[src/design/shtc_pkg.sv]
// ----------------------------------------------------------------------------
// shtc_pkg: shared types, constants and helpers
// Fixed-point constants, register indexes and arithmetic helpers used by the
// temperature compensator and its shared units.
// ----------------------------------------------------------------------------
`default_nettype none

package shtc_pkg;

    localparam int unsigned MacAW  = 18;
    localparam int unsigned MacBW  = 34;
    localparam int unsigned MacAccW = MacAW + MacBW + 2;

    localparam logic [16:0] ONE_Q16    = 17'd65536;
    localparam logic [17:0] ALPHA_AMB  = 18'd13107;
    localparam logic [17:0] BETA_AMB   = 18'd52429;
    localparam logic [17:0] ALPHA_GRAD = 18'd1311;
    localparam logic [17:0] BETA_GRAD  = 18'd64225;
    localparam logic [16:0] SCALE_BASE = 17'd52429;
    localparam logic [13:0] SCALE_SPAN = 14'd13107;
    localparam logic signed [31:0] HALF_DEG_Q24 = 32'sd8388608;
    localparam logic signed [16:0] HALF_DEG_Q88 = 17'sd128;

    localparam logic [2:0] REG_CORR_EN  = 3'd0;
    localparam logic [2:0] REG_ACAL_EN  = 3'd1;
    localparam logic [2:0] REG_FACTOR   = 3'd2;
    localparam logic [2:0] REG_USER_COR = 3'd3;
    localparam logic [2:0] REG_DURATION = 3'd4;

    localparam logic [1:0] EV_NONE  = 2'd0;
    localparam logic [1:0] EV_START = 2'd1;
    localparam logic [1:0] EV_OK    = 2'd2;
    localparam logic [1:0] EV_ABORT = 2'd3;

    typedef struct packed {
        logic                     en;
        logic                     clr;
        logic signed [MacAW-1:0]  a;
        logic signed [MacBW-1:0]  b;
    } t_mac_op;

    function automatic logic [16:0] bright_scale(input logic [7:0] b);
        logic [21:0] v;
        logic [30:0] p;
        logic [21:0] q;
        logic [21:0] r;
        v = 22'(SCALE_SPAN * b);
        p = 31'(v * 9'd257);
        q = 22'(p >> 16);
        r = 22'(v - 22'(q * 8'd255));
        if (r >= 22'd255) begin
            q = q + 22'd1;
        end
        return 17'(SCALE_BASE + q[16:0]);
    endfunction

    function automatic logic signed [15:0] sat16(input logic signed [23:0] v);
        if (v > 24'sd32767) begin
            return 16'sh7FFF;
        end else if (v < -24'sd32768) begin
            return 16'sh8000;
        end
        return v[15:0];
    endfunction

    function automatic logic signed [31:0] sat32(input logic signed [MacAccW-1:0] v);
        if (v > MacAccW'(64'sh7FFFFFFF)) begin
            return 32'sh7FFFFFFF;
        end else if (v < MacAccW'(-64'sh80000000)) begin
            return 32'sh80000000;
        end
        return v[31:0];
    endfunction

endpackage

`default_nettype wire

[src/design/self_heating_temp_compensator.sv]
// ----------------------------------------------------------------------------
// self_heating_temp_compensator: ambient smoothing and self-heat correction
// Sequencer around one shared multiply-accumulate unit and a serial divider.
//
//   channel | valid   | stall     | words
//   input   | i_valid | o_stall   | one sample set
//   output  | o_valid | i_stall   | one corrected result
//   config  | i_cfg_we| -         | one register write
//
// A word runs through the sequencer steps from acceptance, and its result is then
// loaded into the output register; the next word is taken after the load. A word
// that ends calibration with a gradient above HALF_DEG_Q24 and a positive drift
// also waits for the serial divider.
// Synchronous active-low reset clears filters and calibration; factor is 0.
// The input is stalled whenever the sequencer is busy; a result waits in the
// output register while the next word is processed.
// ----------------------------------------------------------------------------
`default_nettype none

module self_heating_temp_compensator
    import shtc_pkg::*;
(
    input  wire logic               i_clk,
    input  wire logic               i_rst_n,
    input  wire logic               i_cfg_we,
    input  wire logic [2:0]         i_cfg_index,
    input  wire logic [31:0]        i_cfg_data,
    input  wire logic               i_valid,
    output logic                    o_stall,
    input  wire logic signed [15:0] i_ambient_temp,
    input  wire logic [16:0]        i_ambient_humidity,
    input  wire logic               i_read_failed,
    input  wire logic signed [15:0] i_core_temp,
    input  wire logic               i_core_present,
    input  wire logic signed [15:0] i_clock_temp,
    input  wire logic               i_clock_present,
    input  wire logic [7:0]         i_brightness,
    input  wire logic [31:0]        i_time_ms,
    output logic                    o_valid,
    input  wire logic               i_stall,
    output logic signed [15:0]      o_compensated_temp,
    output logic signed [15:0]      o_smoothed_temp,
    output logic signed [15:0]      o_applied_offset,
    output logic [16:0]             o_humidity,
    output logic                    o_humidity_valid,
    output logic                    o_calibrating,
    output logic [1:0]              o_cal_event,
    output logic [16:0]             o_new_factor
);

    localparam logic [3:0] S_IDLE = 4'd0;
    localparam logic [3:0] S_START = 4'd1;
    localparam logic [3:0] S_AT0  = 4'd2;
    localparam logic [3:0] S_AT1  = 4'd3;
    localparam logic [3:0] S_AH0  = 4'd4;
    localparam logic [3:0] S_AH1  = 4'd5;
    localparam logic [3:0] S_AHW  = 4'd6;
    localparam logic [3:0] S_SM   = 4'd7;
    localparam logic [3:0] S_G0   = 4'd8;
    localparam logic [3:0] S_G1   = 4'd9;
    localparam logic [3:0] S_G2   = 4'd10;
    localparam logic [3:0] S_G3   = 4'd11;
    localparam logic [3:0] S_CAL  = 4'd12;
    localparam logic [3:0] S_DIV  = 4'd13;
    localparam logic [3:0] S_SH0  = 4'd14;
    localparam logic [3:0] S_SH1  = 4'd15;

    logic [3:0] r_state, n_state;
    logic       r_fin;

    logic              r_corr_en, r_acal_en;
    logic signed [12:0] r_ucorr;
    logic [31:0]       r_dur;
    logic [16:0]       r_factor;

    logic signed [15:0] r_amb, r_core, r_clk;
    logic [16:0]       r_hum;
    logic              r_fail, r_core_ok, r_clk_ok;
    logic [7:0]        r_bright;
    logic [16:0]       r_scale;
    logic [31:0]       r_now;

    logic signed [31:0] r_s, r_g;
    logic [32:0]       r_sh;
    logic              r_amb_started, r_grad_started, r_first_done, r_cal_run;
    logic [31:0]       r_cal_start;
    logic signed [15:0] r_base;
    logic signed [15:0] r_held_comp, r_held_off;
    logic [16:0]       r_hum_out;
    logic              r_hv;
    logic [1:0]        r_ev;

    t_mac_op                   mac_op;
    logic signed [MacAccW-1:0] acc;
    logic                      div_start, div_done;
    logic [16:0]               div_q;

    logic signed [15:0] smoothed;
    logic signed [16:0] cdiff;
    logic signed [17:0] eff, grad_in;
    logic signed [31:0] adj;
    logic [31:0]        elapsed;
    logic signed [16:0] cal_diff;
    logic signed [21:0] heat_loss;
    logic signed [23:0] offset, comp;

    assign smoothed = r_s[31:16];
    assign cdiff    = 17'(r_clk) - 17'(r_amb);
    assign eff      = (r_clk_ok && r_clk > 16'sd0)
                      ? 18'((18'(r_core) + 18'(r_clk) * 18'sd3) >>> 2) : 18'(r_core);
    assign grad_in  = eff - 18'(smoothed);
    assign adj      = sat32(acc);
    assign elapsed  = r_now - r_cal_start;
    assign cal_diff = 17'(smoothed) - 17'(r_base);
    assign heat_loss = acc[MacAccW-1] ? 22'sd0 : acc[53:32];
    assign offset   = 24'(r_ucorr) - 24'(heat_loss);
    assign comp     = 24'(smoothed) + offset;
    assign div_start = (r_state == S_CAL) && r_cal_run && (elapsed > r_dur)
                       && (r_g > HALF_DEG_Q24) && (cal_diff > 17'sd0);

    shtc_mac u_mac (
        .i_clk (i_clk),
        .i_op  (mac_op),
        .o_acc (acc)
    );

    shtc_div u_div (
        .i_clk      (i_clk),
        .i_rst_n    (i_rst_n),
        .i_start    (div_start),
        .i_dividend (cal_diff[16:0]),
        .i_divisor  (r_g),
        .o_done     (div_done),
        .o_quot     (div_q)
    );

    always_comb begin
        mac_op = '{en: 1'b0, clr: 1'b0, a: '0, b: '0};
        unique case (r_state)
            S_AT0: mac_op = '{en: 1'b1, clr: 1'b1, a: ALPHA_AMB,
                              b: {{2{r_amb[15]}}, r_amb, 16'd0}};
            S_AT1: mac_op = '{en: 1'b1, clr: 1'b0, a: BETA_AMB, b: MacBW'(r_s)};
            S_AH0: mac_op = '{en: 1'b1, clr: 1'b1, a: ALPHA_AMB, b: {1'b0, r_hum, 16'd0}};
            S_AH1: mac_op = '{en: 1'b1, clr: 1'b0, a: BETA_AMB, b: {1'b0, r_sh}};
            S_G0:  mac_op = '{en: 1'b1, clr: 1'b1, a: {1'b0, r_scale},
                              b: MacBW'(grad_in)};
            S_G1:  mac_op = '{en: r_grad_started, clr: 1'b1, a: ALPHA_GRAD,
                              b: MacBW'(adj)};
            S_G2:  mac_op = '{en: 1'b1, clr: 1'b0, a: BETA_GRAD, b: MacBW'(r_g)};
            S_SH0: mac_op = '{en: 1'b1, clr: 1'b1, a: {1'b0, r_factor}, b: MacBW'(r_g)};
            default: mac_op = '{en: 1'b0, clr: 1'b0, a: '0, b: '0};
        endcase
    end

    always_comb begin
        n_state = r_state;
        unique case (r_state)
            S_IDLE:  n_state = (i_valid && !r_fin) ? S_START : S_IDLE;
            S_START: n_state = (r_fail || !r_amb_started) ? S_SM : S_AT0;
            S_AT0:   n_state = S_AT1;
            S_AT1:   n_state = S_AH0;
            S_AH0:   n_state = S_AH1;
            S_AH1:   n_state = S_AHW;
            S_AHW:   n_state = S_SM;
            S_SM:    n_state = (!r_fail && r_core_ok && r_corr_en) ? S_G0 : S_IDLE;
            S_G0:    n_state = S_G1;
            S_G1:    n_state = r_grad_started ? S_G2 : S_CAL;
            S_G2:    n_state = S_G3;
            S_G3:    n_state = S_CAL;
            S_CAL:   n_state = div_start ? S_DIV : S_SH0;
            S_DIV:   n_state = div_done ? S_SH0 : S_DIV;
            S_SH0:   n_state = S_SH1;
            S_SH1:   n_state = S_IDLE;
            default: n_state = S_IDLE;
        endcase
    end

    assign o_stall = (r_state != S_IDLE) || r_fin;

    always_ff @(posedge i_clk) begin
        if (!i_rst_n) begin
            r_state        <= S_IDLE;
            r_fin          <= 1'b0;
            o_valid        <= 1'b0;
            r_corr_en      <= 1'b1;
            r_acal_en      <= 1'b0;
            r_ucorr        <= 13'sd0;
            r_dur          <= 32'd2700000;
            r_factor       <= 17'd0;
            r_s            <= 32'sd0;
            r_sh           <= 33'd0;
            r_g            <= 32'sd0;
            r_amb_started  <= 1'b0;
            r_grad_started <= 1'b0;
            r_first_done   <= 1'b0;
            r_cal_run      <= 1'b0;
            r_cal_start    <= 32'd0;
            r_base         <= 16'sd0;
            r_held_comp    <= 16'sd0;
            r_held_off     <= 16'sd0;
        end else begin
            r_state <= n_state;
            if (r_fin && (!o_valid || !i_stall)) begin
                r_fin              <= 1'b0;
                o_valid            <= 1'b1;
                o_compensated_temp <= r_held_comp;
                o_smoothed_temp    <= smoothed;
                o_applied_offset   <= r_held_off;
                o_humidity         <= r_hum_out;
                o_humidity_valid   <= r_hv;
                o_calibrating      <= r_cal_run;
                o_cal_event        <= r_ev;
                o_new_factor       <= r_factor;
            end else if (o_valid && !i_stall) begin
                o_valid <= 1'b0;
            end
            if (i_cfg_we) begin
                unique case (i_cfg_index)
                    REG_CORR_EN:  r_corr_en <= i_cfg_data[0];
                    REG_ACAL_EN:  r_acal_en <= i_cfg_data[0];
                    REG_FACTOR:   r_factor  <= (i_cfg_data[16:0] > ONE_Q16)
                                               ? ONE_Q16 : i_cfg_data[16:0];
                    REG_USER_COR: r_ucorr   <= i_cfg_data[12:0];
                    REG_DURATION: r_dur     <= i_cfg_data;
                    default: ;
                endcase
            end
            unique case (r_state)
                S_IDLE: begin
                    if (i_valid && !r_fin) begin
                        r_amb     <= i_ambient_temp;
                        r_hum     <= i_ambient_humidity;
                        r_fail    <= i_read_failed;
                        r_core    <= i_core_temp;
                        r_core_ok <= i_core_present;
                        r_clk     <= i_clock_temp;
                        r_clk_ok  <= i_clock_present;
                        r_bright  <= i_brightness;
                        r_now     <= i_time_ms;
                        r_ev      <= EV_NONE;
                    end
                end
                S_START: begin
                    r_scale <= bright_scale(r_bright);
                    if (!r_first_done && r_core_ok && r_clk_ok) begin
                        r_first_done <= 1'b1;
                        if (r_acal_en && !r_fail && cdiff < HALF_DEG_Q88
                            && cdiff > -HALF_DEG_Q88) begin
                            r_cal_run   <= 1'b1;
                            r_base      <= r_amb;
                            r_cal_start <= r_now;
                            r_ev        <= EV_START;
                        end
                    end
                    if (!r_fail && !r_amb_started) begin
                        r_s           <= {r_amb, 16'd0};
                        r_sh          <= {r_hum, 16'd0};
                        r_amb_started <= 1'b1;
                    end
                end
                S_AH0: r_s  <= acc[47:16];
                S_AHW: r_sh <= acc[48:16];
                S_SM: begin
                    r_hum_out <= r_fail ? 17'd0 : r_sh[32:16];
                    r_hv      <= !r_fail;
                    if (!r_fail && !(r_core_ok && r_corr_en)) begin
                        r_held_off  <= 16'sd0;
                        r_held_comp <= smoothed;
                    end
                    if (r_fail || !(r_core_ok && r_corr_en)) begin
                        r_fin <= 1'b1;
                    end
                end
                S_G1: begin
                    if (!r_grad_started) begin
                        r_g            <= adj;
                        r_grad_started <= 1'b1;
                    end
                end
                S_G3: r_g <= acc[47:16];
                S_CAL: begin
                    if (r_cal_run && elapsed > r_dur) begin
                        r_cal_run <= 1'b0;
                        if (r_g > HALF_DEG_Q24) begin
                            r_ev <= EV_OK;
                            if (!(cal_diff > 17'sd0)) begin
                                r_factor <= 17'd0;
                            end
                        end else begin
                            r_ev <= EV_ABORT;
                        end
                    end
                end
                S_DIV: begin
                    if (div_done) begin
                        r_factor <= div_q;
                    end
                end
                S_SH1: begin
                    r_held_off  <= sat16(offset);
                    r_held_comp <= sat16(comp);
                    r_fin       <= 1'b1;
                end
                default: ;
            endcase
        end
    end

    assert property (@(posedge i_clk) disable iff (!i_rst_n)
        r_state != S_IDLE |-> o_stall)
        else $error("input taken while sequencer busy");

    assert property (@(posedge i_clk) disable iff (!i_rst_n)
        r_factor <= ONE_Q16)
        else $error("factor above one");

    assert property (@(posedge i_clk) disable iff (!i_rst_n)
        o_valid && (o_cal_event == EV_OK || o_cal_event == EV_ABORT) |-> !o_calibrating)
        else $error("calibration still running after it ended");

    assert property (@(posedge i_clk) disable iff (!i_rst_n)
        o_valid && !o_humidity_valid |-> o_humidity == 17'd0)
        else $error("humidity shown on failed read");

endmodule

`default_nettype wire

[src/design/shtc_mac.sv]
// ----------------------------------------------------------------------------
// shtc_mac: shared multiply-accumulate unit
// One signed multiplier feeding an accumulator register; clear starts a sum.
// ----------------------------------------------------------------------------
`default_nettype none

module shtc_mac
    import shtc_pkg::*;
(
    input  wire logic                       i_clk,
    input  wire t_mac_op                    i_op,
    output logic signed [MacAccW-1:0]       o_acc
);

    logic signed [MacAccW-1:0] r_acc;
    logic signed [MacAW+MacBW-1:0] prod;

    assign prod  = i_op.a * i_op.b;
    assign o_acc = r_acc;

    always_ff @(posedge i_clk) begin
        if (i_op.en) begin
            if (i_op.clr) begin
                r_acc <= MacAccW'(prod);
            end else begin
                r_acc <= r_acc + MacAccW'(prod);
            end
        end
    end

endmodule

`default_nettype wire

[src/design/shtc_div.sv]
// ----------------------------------------------------------------------------
// shtc_div: serial restoring divider
// One quotient bit per cycle of (dividend * 2^32) / divisor, saturated to 1.0.
// ----------------------------------------------------------------------------
`default_nettype none

module shtc_div
    import shtc_pkg::*;
(
    input  wire logic               i_clk,
    input  wire logic               i_rst_n,
    input  wire logic               i_start,
    input  wire logic [16:0]        i_dividend,
    input  wire logic [31:0]        i_divisor,
    output logic                    o_done,
    output logic [16:0]             o_quot
);

    logic [32:0] r_rem;
    logic [49:0] r_dq;
    logic [31:0] r_dvs;
    logic [5:0]  r_cnt;
    logic        r_busy;
    logic        r_done;
    logic [33:0] shifted;
    logic        fits;

    assign shifted = {r_rem, r_dq[49]};
    assign fits    = shifted >= {2'b00, r_dvs};
    assign o_done  = r_done;
    assign o_quot  = (|r_dq[49:17] || r_dq[16:0] > ONE_Q16) ? ONE_Q16 : r_dq[16:0];

    always_ff @(posedge i_clk) begin
        if (!i_rst_n) begin
            r_busy <= 1'b0;
            r_done <= 1'b0;
            r_cnt  <= 6'd0;
        end else begin
            r_done <= 1'b0;
            if (i_start) begin
                r_busy <= 1'b1;
                r_cnt  <= 6'd0;
                r_rem  <= 33'd0;
                r_dq   <= {1'b0, i_dividend, 32'd0};
                r_dvs  <= i_divisor;
            end else if (r_busy) begin
                r_rem <= fits ? 33'(shifted - {2'b00, r_dvs}) : shifted[32:0];
                r_dq  <= {r_dq[48:0], fits};
                r_cnt <= r_cnt + 6'd1;
                if (r_cnt == 6'd49) begin
                    r_busy <= 1'b0;
                    r_done <= 1'b1;
                end
            end
        end
    end

endmodule

`default_nettype wire
[config.mk]
export PLATFORM = sky130hd
export DESIGN_NAME = self_heating_temp_compensator
export DESIGN_NICKNAME = d
export VERILOG_FILES = /design/src/design/shtc_pkg.sv /design/src/design/self_heating_temp_compensator.sv /design/src/design/shtc_mac.sv /design/src/design/shtc_div.sv
export SDC_FILE = /design/constraint.sdc
export NUM_CORES = 2
export LEC_CHECK = 0
export ABC_CLOCK_PERIOD_IN_PS = 16230
export BUFFER_PORTS_ARGS = -buffer_cell sky130_fd_sc_hd__buf_2
export CAP_MARGIN = 20
export CORE_ASPECT_RATIO = 2
export CORE_MARGIN = 2
export CORE_UTILIZATION = 52
export CTS_BUF_LIST = sky130_fd_sc_hd__clkbuf_4 sky130_fd_sc_hd__clkbuf_8
export DETAILED_ROUTE_END_ITERATION = 12
export PLACE_DENSITY = 0.76
export SYNTH_ARGS = -nofsm -noshare
export SYNTH_HDL_FRONTEND = slang
export SYNTH_SLANG_ARGS = --single-unit
export TNS_END_PERCENT = 50
[constraint.sdc]
create_clock -name i_clk -period 16.23 [get_ports i_clk]
set_input_delay 3.246 -clock i_clk [delete_from_list [all_inputs] [get_ports i_clk]]
set_output_delay 3.246 -clock i_clk [all_outputs]
set_load 0.02 [all_outputs]
# Word level (Yosys, flattened, before mapping)

Index checks and enable logic that the tools add are counted.
Widths: inputs -> output; s select.

Bits in registers: 659
Bits in latches: 0
RAM bits: 0
Memory bits (read-only): 0
Bits of input ports: 148
Output and inout bits: 88
Word-level logic and storage cells: 250
Memories: 0

$add $sub $neg: 13
Multiply operators: 5
Div/mod/pow operators: 0
Magnitude comparators: 16
Equality and inequality tests: 27
Shifts and indexed selects: 0
Multiplexer cells: 75
Bitwise operators: 2
Reductions and logical operators: 64

Operators by type and width:

| operator             | number |
|---|---|
| $pmux 54 s8          | 1 |
| $mux 17              | 10 |
| $mux 32              | 5 |
| $mux 16              | 9 |
| $pmux 32 s2          | 2 |
| $mux 33              | 3 |
| $pmux 33 s2          | 1 |
| $pmux 16 s2          | 2 |
| $pmux 4 s16          | 1 |
| $add 54x52->54       | 1 |
| $gt 54x32->1 const B | 1 |
| $lt 54x32->1 const B | 1 |
| $mux 54              | 1 |
| $mul 18x34->52       | 1 |
| $mux 50              | 1 |
| $mux 49              | 1 |
| $ge 34x32->1         | 1 |
| $gt 17x17->1 const B | 2 |
| $pmux 17 s2          | 1 |
| $sub 16x16->17       | 2 |
| $reduce_or 33->1     | 1 |
| $sub 33x32->33       | 1 |
| $eq 4x4->1 const B   | 8 |
| $gt 32x25->1 const B | 1 |
| other kinds (55)     | 144 |

# Logic depth before layout (Yosys ltp)

Word-level depth: 10
Depth in mapped cells: 62
Gate-level depth less buffers: 60

# Modules after synthesis

From an unflattened synthesis, not the netlist that was laid out.

Cell total of the unflattened synthesis: 7522
Area, all modules: 67756.2 sq um

Modules (own cells, without submodules):

| module                        | instances | cells an instance | area each (sq um) | sequential area each (sq um) |
|---|---|---|---|---|
| self_heating_temp_compensator | 1         | 3878              | 34690.8           | 11961.5 |
| shtc_mac                      | 1         | 2998              | 26126.3           | 1621.6 |
| shtc_div                      | 1         | 646               | 6939.2            | 3613.5 |

# Worst setup path after synthesis

OpenSTA, ideal clock, no wires.

Path kind: flip-flop to flip-flop
From: register r_clk[1]
To: register u_mac.r_acc[49], in the netlist u_mac.o_acc[49] (data pin)
Setup time: 0.260 ns
Arrival: 13.121 ns
Required time: 15.970 ns
Setup slack: 2.849 ns
Cell stages (with the launch flop): 58
Path buffers: 2
Period minus slack after synthesis: 13.381 ns
Path through: edfxtp_1 -> ha_1 -> fa_1 -> ha_1 -> a41o_1 -> a21o_1 -> a21o_1 -> a21o_1 -> a21o_1 -> a21oi_1 -> o21a_1 -> o21ai_0 -> a2111oi_0 -> nor3_1 -> a21oi_1 -> xor2_1 -> o21ai_0 -> ha_1 -> [... 22 more ...] -> o221ai_1 -> o41ai_1 -> a221o_1 -> o41a_1 -> a21oi_1 -> xnor2_1 -> ha_1 -> a21o_1 -> a21o_1 -> a21o_1 -> a21o_1 -> a21o_1 -> a2111oi_0 -> a21oi_1 -> and3_1 -> a31oi_1 -> xnor2_1 -> mux2_2

Cells in the longest elaborated chain, start to end: 8
Elaborated cells on any way between the ends: 10
Classes of those cells: 3 x add/sub; 2 x mul; 1 x order compare; 3 x mux; 1 x reduce/logical

Ends and longest elaborated chain:

| what                                                | RTL line                                                                   | RTL |
|---|---|---|
| start: declaration                                  | self_heating_temp_compensator.sv:76                                        | `logic signed [15:0] r_amb, r_core, r_clk;` |
| start signal: assignment                            | self_heating_temp_compensator.sv:236                                       | `r_clk <= i_clock_temp;` |
| $mul 16x3->18 or $gt 16x1->1 (tied branches)        | self_heating_temp_compensator.sv:110, self_heating_temp_compensator.sv:109 |  |
| $add 16x18->18 or $logic_and 1x1->1 (tied branches) | self_heating_temp_compensator.sv:110, self_heating_temp_compensator.sv:109 |  |
| $mux 18 (*)                                         | self_heating_temp_compensator.sv:110                                       | `? 18'((18'(r_core) + 18'(r_clk) * 18'sd3) >>> 2) : 18'(r_core);` |
| $sub 18x16->18 (*)                                  | self_heating_temp_compensator.sv:111                                       | `assign grad_in = eff - 18'(smoothed);` |
| $pmux 54 s8 (*)                                     | self_heating_temp_compensator.sv:139                                       | `unique case (r_state)` |
| $mul 18x34->52 (*)                                  | shtc_mac.sv:18                                                             | `assign prod = i_op.a * i_op.b;` |
| $add 54x52->54                                      | shtc_mac.sv:26                                                             | `r_acc <= r_acc + MacAccW'(prod);` |
| $mux 54 (*)                                         | shtc_mac.sv:23                                                             | `if (i_op.clr) begin` |
| end signal: assignment                              | shtc_mac.sv:24                                                             | `r_acc <= MacAccW'(prod);` |
| end signal: assignment                              | shtc_mac.sv:26                                                             |  |
| end: declaration                                    | shtc_mac.sv:15                                                             | `logic signed [MacAccW-1:0] r_acc;` |

Every way passes the cells marked *; elsewhere a longest branch is shown, timed or not.
A chain may end at the register's enable or synchronous reset.

# Final worst setup path

From: register r_clk[1]
To: register u_mac.r_acc[50], in the netlist u_mac.o_acc[50] (data pin)

Same word-level chain as after synthesis.

==> impl_summary.md <==
Status
The run finished with clean final reports.

Yosys
The complex-gate fraction of the synthesized area came to 0.155. In the synthesized netlist the async set-or-reset flop fraction comes to 0. The cell count after synthesis came out at 7179. By area the synthesized netlist is led by fa_1 (21%), edfxtp_1 (18%), ha_1 (10%). Of the total synthesized cell area, the portion taken by XOR and XNOR cells is 0.0388. The area of the mapped netlist is 65300 um2. The warning count from the yosys run is 0. The portion of the post-synthesis area used by sequential elements is 0.263. The share of the synthesized area in the top cell type is 0.205.

Measured against the total synthesized area, the mux share comes to 0.0110. The post-synthesis sequential element count is 659. The cell type with the largest total area after synthesis is fa_1. Of the total synthesized cell area, the portion taken by full adders, half adders and majority gates is 0.309. The average instance area after synthesis is 9.09 um2. The count of distinct cell types in the synthesized netlist is 104.

Of the total synthesized cell area, the portion taken by AND, OR, NAND and NOR gates is 0.139. The synthesized netlist net count is 8538. The primary flip-flop cell chosen by synthesis mapping is edfxtp_1.

The number of enable-type register cells in the synthesized netlist is 400. The main combinational cell family by area after synthesis is adder cells.

Floorplanning
Measured along the y axis, the die boundary spans 505 um. The die is 255 um wide. The full die area is 129000 um2. For this configuration, the core starts out at a cell density of 0.524. Row generation in the floorplan step produced 183 rows. In this run the standard cell core region covers 125000 um2.

The top-level port count is 236.

Critical path
The worst setup path is captured at a flop. Along the worst path, the maximum fanout reaches 9. The cell repeated most along the worst path is fa_1. The data required time of the worst path is 16.77 ns. On the worst path, the slowest cell contributes a delay of 0.89 ns. The worst endpoint data arrival time is 15.87 ns.

The type of element launching the critical path is a flop. On the critical path, the stage with the largest delay is an instance of nor2b_1. The critical path start-end classification is flop to flop.

Hold path
The class of the most critical hold timing path is flop to flop.

Layout
Counting the fill cells in the layout gives 11141. The cell area after layout is 70700 um2. The final non-filler cell total is 9111.

In the final layout, the share of cells above drive strength 1 is 0.0926. The synthesis-to-layout area growth is 8.36%. In the final design database the tool counted 8719 nets.

Measured on the finished design, the core utilization comes to 0.568.

STA
The final-report setup violation count is 0. The count of final max-slew check failures is 0. Setup repair after global routing left no endpoint under its margin. The accumulated negative setup slack is 0 ns. The number of hold violations in the final report is 0. Dividing the final minimum period by the clock period gives 0.944. Static timing analysis puts the maximum clock frequency at 65.2 MHz. The post-route clock skew is 0.0576 ns. For the pin with the worst max-slew slack, the measured transition is 1.15 ns. The post-layout minimum cycle time is 15.33 ns. The worst pin sits at a relative slew slack of 0.230.

Drt
The first-pass detailed-route iteration total is 7. The routed wire length per instance is 24.0 um. After the first detailed-routing iteration, the DRC count stood at 4924. The detailed-route vias per instance is 6.02.

The detailed router placed 54818 vias in this run. The count of nets left with antenna violations after detail routing is 0. The total detailed-routing wirelength is 219000 um.

The number of remaining DRC errors is 0.

Global route
The first global-routing pass estimated 328000 um of wire. Summed over all layers, the global routing overflow is 0. Across every metal layer, demand over resource in global routing totals 0.340.

The initial antenna violation count is 4. The maximum number of pins on one net before global-route repair is 91. The via count of the first global-routing pass is 56730.

Placed design
The port buffer count is 235. The placed instances occupy a cell area of 68600 um2. The estimated wirelength of the detail-placed design is 174000 um. Including well taps, the total number of placed cells is 8921. The final weighted congestion in routability-driven placement is 0.985.

Clocking
The later pin in the worst-skew pair is clocked with a latency of 0.82 ns. Counting the buffers created by CTS gives 96. Clock-pin slew was measured on the worst setup and hold paths at 0.07 ns.

In this run the clock root is driven by a clkbuf_8. Post-CTS timing repair inserted 0 buffers for setup. Post-CTS repair changed the size of 0 cells. The maximum clock path buffer count is 3. The clock tree from TritonCTS is done. The hold-fix buffer count after cts is 0. The clock sink count is 659. The H-tree was split into 3 levels.

Run
The number of max-capacitance violations reported is 0.
## placed cells by master, fill, tap and decap left out, drive strengths merged, types with 39 or more instances in the layout
cell | netlist | final
nor2 | 557 | 557
xor2 | 79 | 79
xnor2 | 207 | 207
o21a | 65 | 65
nor4 | 40 | 40
mux2i | 47 | 47
nand2 | 682 | 682
nand4 | 50 | 50
ha | 542 | 542
a31oi | 39 | 39
nor2b | 113 | 113
nand3 | 127 | 127
o211ai | 42 | 42
a22oi | 102 | 102
dfxtp | 259 | 259
clkbuf | 231 | 138
o21ai | 335 | 335
nor3 | 59 | 59
nand2b | 129 | 129
o21bai | 43 | 43
or2 | 40 | 40
inv | 1174 | 1180
a21o | 146 | 146
and2 | 47 | 47
fa | 669 | 669
a211oi | 85 | 85
buf | 30 | 344
edfxtp | 400 | 400
a21oi | 459 | 459
## layer usage
| metal | vias to the layer above | global-route usage | wire length (um) |
|---|---|---|---|
| met5 | - | 0 | 16 |
| met4 | 2 | 0.344 | 27200 |
| met3 | 1058 | 0.0557 | 14300 |
| met2 | 2614 | 0.591 | 109000 |
| met1 | 26733 | 0.331 | 68800 |
| li1 | 24411 | - | - |
## Yosys cell counts (146+ instances only)
cell      instances
nor2_1          557
a21o_1          146
dfxtp_1         259
o21ai_0         285
edfxtp_1        400
fa_1            669
ha_1            542
clkbuf_1        230
a21oi_1         456
nand2_1         681
inv_1          1172
xnor2_1         204
## stage by stage
stage	hold slack [ns]	worst slack, ns
detailed placement	0.405	1.35
floorplan	0.400	2.85
global placement	0.405	1.47
CTS	0.418	1.28
finish	0.418	0.901
global route	0.430	0.0165
## final timing paths
| check | from | end | slack, ns | depth (start not counted) |
|---|---|---|---|---|
| worst max-delay path | r_clk[1]$_DFFE_PP_ | u_mac.o_acc[50]$_DFFE_PP_ | 0.90 | 51 |
| worst min-delay path | r_hum_out[9]$_SDFFCE_PP0P_ | o_humidity[9]$_DFFE_PP_ | 0.42 | 0 |
| worst max register to register | r_clk[1]$_DFFE_PP_ | u_mac.o_acc[50]$_DFFE_PP_ | 0.90 | 51 |
| worst min register to register | r_hum_out[9]$_SDFFCE_PP0P_ | o_humidity[9]$_DFFE_PP_ | 0.42 | 0 |
## worst max-delay path, delay by kind of cell (launching register included)
kind,cells,cell delay (ns)
multiplexers,1,0.26
AND/OR/NAND/NOR,7,2.00
adder cells (fa/ha/maj),12,5.28
buffers and inverters,6,0.49
flip-flops,1,0.46
AO/OA/AOI/OAI,22,6.05
XOR/XNOR,3,0.47
## sequential cells by signal, summed over array words and instances, names as in the netlist, 32 cells and up
signal       flops
r_now           32
r_cal_start     32
r_dur           32
u_mac.o_acc     54
u_div.r_dvs     32
u_div.r_rem     33
r_s             32
r_sh            33
u_div.r_dq      50
r_g             32
## final cells by class
type                            count  area, um2  share of cell area
Clock buffer                      138       1710              0.0241
Clock inverter                     42        407             0.00575
Multi-Input combinational cell   5084      42900               0.607
Antenna cell                        4       10.0            0.000141
Sequential cell                   659      17200               0.243
Timing Repair Buffer              344       2010              0.0284
Tap cell                         1665       2080              0.0294
Inverter                         1175       4420              0.0624
## kinds of logic (layout without fill, tap and decap cells)
| kind of cell | after synthesis | after routing |
|---|---|---|
| xor+xnor | 286 | 286 |
| simple gates | 1963 | 1963 |
| flops | 659 | 659 |
| fa+ha+maj | 1211 | 1211 |
| other cells | 0 | 4 |
| compound gates | 1555 | 1555 |
| mux | 69 | 69 |
| buf+inv | 1436 | 1699 |
Power is not shown: default switching activity piles up to over one toggle a cycle in this logic, so the estimate is an artifact.
